## config.mk

```make
export PLATFORM = sky130hd
export DESIGN_NAME = scmv_ram
export DESIGN_NICKNAME = d
export VERILOG_FILES = /design/src/design/scmv_ram.sv
export SDC_FILE = /design/constraint.sdc
export NUM_CORES = 1
export LEC_CHECK = 0
export BUFFER_PORTS_ARGS = -buffer_cell sky130_fd_sc_hd__buf_2
export CAP_MARGIN = 10
export CORE_ASPECT_RATIO = 0.75
export CORE_MARGIN = 2
export CORE_UTILIZATION = 53
export CTS_CLUSTER_DIAMETER = 50
export DETAILED_ROUTE_END_ITERATION = 16
export PLACE_DENSITY = 0.71
export REMOVE_ABC_BUFFERS = 1
export SLEW_MARGIN = 20
export SYNTH_ARGS = -nofsm -noshare
export SYNTH_HDL_FRONTEND = slang
export SYNTH_SLANG_ARGS = --single-unit
```

## constraint.sdc

```tcl
create_clock -name clk -period 3 [get_ports clk]
set_input_delay 0.15 -clock clk [delete_from_list [all_inputs] [get_ports clk]]
set_output_delay 0.15 -clock clk [all_outputs]
set_load 0.05 [all_outputs]
```

## src/design/scmv_ram.sv

```systemverilog
// Generic single-write, single-read RAM with registered read data.
`default_nettype none
module scmv_ram #(
  parameter int WIDTH = 8,
  parameter int DEPTH = 16
) (
  input  wire logic                     clk,
  input  wire logic                     we,
  input  wire logic [$clog2(DEPTH)-1:0] waddr,
  input  wire logic [WIDTH-1:0]         wdata,
  input  wire logic [$clog2(DEPTH)-1:0] raddr,
  output logic      [WIDTH-1:0]         rdata
);
  logic [WIDTH-1:0] mem [DEPTH];

  // Write port and registered read port
  always_ff @(posedge clk) begin
    if (we) begin
      mem[waddr] <= wdata;
    end
    rdata <= mem[raddr];
  end
endmodule
`default_nettype wire

```

==> impl_metrics.ini <==
[status]
status = completed

[global_route]
grt_pass1_vias = 2363
track_usage = 0.208
grt_overflow = 0
grt_pass1_wl_mm = 14.7
grt_max_degree = 33
antenna_found_initial = 0

[timing]
max_slew.worst_pin.slew_ps = 1020
setup_viol = 0
fin_crit_sh = 0.478
tns_ps = 0
drv_slew = 0
rsz0062_at_grt = false
fin_crit_ps = 1430
hold_viol = 0
clock_skew_ps = 8.49
relSlewSlack = 0.316
max_freq_ghz = 0.698

[routing]
firstDrtPassIters = 4
avgViaCountPerCell = 5.59
postRouteAntennaNets = 0
wire_per_inst_um = 23.1
vias = 2307
drc = 0
drt_iter0_markers = 246
wl_mm = 9.56

[yosys]
synth_seq_area_share = 0.778
async_reset_ff_frac = 0
netlist-cell-type-count = 19
avgSynthCellArea_um2 = 22.5
yosysTopAreaCellShare = 0.747
syn-cell-area_um2 = 5150
synth_most_common_cell = edfxtp_1
ys_ff_latch = 136
synthTopCellsByCount = edfxtp_1, mux4_2, a22oi_1, mux4_1, nor2_1
synth_warnings = 0
synthCells = 229
synthFlopType = edfxtp_1
synth_edf_count = 128
yosys.area.top_type = edfxtp_1
synthTopCellsByArea = edfxtp_1, mux4_2, mux4_1

[setup_path]
critPathBufInv = 2
crit_slowest_cell = mux4_1
arrival_ps = 1720
endpoint_kind = register
startpoint_type = input port
cp.required_ps = 3290
cpLargestDelayFamily = multiplexers
max_stage_delay_ps = 620
path_max_fanout = 32
worstSetupPathType = input port to register
cp_cell_sequence = buf_2 -> buf_4 -> mux4_1 -> a22oi_1 -> nand2_1

[power_and_ir_drop]
p_per_area_nw_per_um2 = 729
clkPwrFrac = 0.456
pwr-share-comb = 0.052
p_leak_nw = 2.00
seqPwrFrac = 0.492
irDropWorstVdd_mv = 0.603
intPower_w = 0.00348
p_sw_w = 0.000868
swShare = 0.200

[floorplan]
num_rows = 31
initial_core_util = 0.539
die_area_um2 = 10500
die_w_um = 118
dieHeight_um = 89.3
core-area_um2 = 9540
ioPinCount = 26

[clock_network]
ctsResizeCount = 0
cts_root_buf = clkbuf_16
cts_htree_levels = 4
cts_buffers = 17
cts_setup_buffers = 0
cts_sinks = 136
clock_path_buffers = 2
hold_buffers = 0
clk_pin_slew_ps = 50
cts_tree = built
clock_latency_ps = 410

[finish]
areaGrowthSynthToFinish_pct = 15.8
finalNetCount = 286
drive_above_1_share = 0.274
n_antenna_cell = 0
fin_util = 0.625

[placement]
io_buffers = 25
routabilityCongestion = 0.716
post-dp-hpwl_mm = 5.82

[job]
maxCapViolations = 0

[worst_hold_path]
hold_class = input port to register
## logic make-up (layout without fill, tap and decap cells)
kind of cell	after synthesis	after routing	synth area share
compound gates	16	16	0.0233
buf+inv	10	62	0.0168
flops	136	136	0.778
mux	32	32	0.150
simple gates	35	35	0.0318
## power groups by stage
stage	clock network, W	logic, W	registers [W]
after detailed placement	0	0.000228	0.00218
after CTS	0.00201	0.000229	0.00214
after global placement	0	0.000224	0.00218
after floorplan	0	0.0000851	0.00222
after global routing	0.00211	0.000244	0.00214
final	0.00198	0.000227	0.00214
## final timing paths
path | startpoint | cells past startpoint | end | slack, ps
max | raddr[0] | 5 | rdata[5] | 1570
min | wdata[5] | 1 | mem[14][5] | 120
max reg2reg | mem[15][1] | 3 | rdata[1] | 1670
min reg2reg | mem[3][1] | 3 | rdata[1] | 680
## state kept, by name, summed over array words and instances (netlist names)
signal / flops
mem: 128
rdata: 8
## area by class of cell
class | count | area (um2)
timing repair buffer | 30 | 163
tap | 132 | 165
fill | 678 | 3580
sequential | 136 | 4000
clock buffer | 22 | 474
multi-input combinational | 83 | 1060
clock inverter | 10 | 100
## per-stage QoR
step	worst slack, ps	total power, W	hold WS, ps	instances	cell area, um2
after detailed placement	1140	0.00241	543	381	5390
after floorplan	1360	0.00230	249	219	5060
final	1570	0.00434	119	413	5960
after global routing	1460	0.00450	108	413	5960
after CTS	1570	0.00438	105	413	5960
after global placement	1140	0.00240	538	381	5390
## cell usage in the layout (no fill, tap or decap), drive strengths merged
cell | synthesis | final
a22oi | 16 | 16
and2 | 1 | 1
and2b | 1 | 1
buf | 7 | 30
bufinv | 0 | 2
clkbuf | 0 | 22
clkinv | 0 | 7
clkinvlp | 0 | 1
dfxtp | 8 | 8
edfxtp | 128 | 128
mux4 | 32 | 32
nand2 | 9 | 9
nand2b | 2 | 2
nand3 | 1 | 1
nand3b | 2 | 2
nor2 | 13 | 13
nor2b | 1 | 1
nor3 | 4 | 4
or3b | 1 | 1
## per-layer routing
metal  up-vias  GRT usage  wire, um
li1       1056          -         -
met5         -          0         0
met2        91      0.306      4460
met3         4     0.0784       891
met4         0     0.0591        46
met1      1156      0.296      4160
Note: power is estimated with default switching activity, not from simulation.
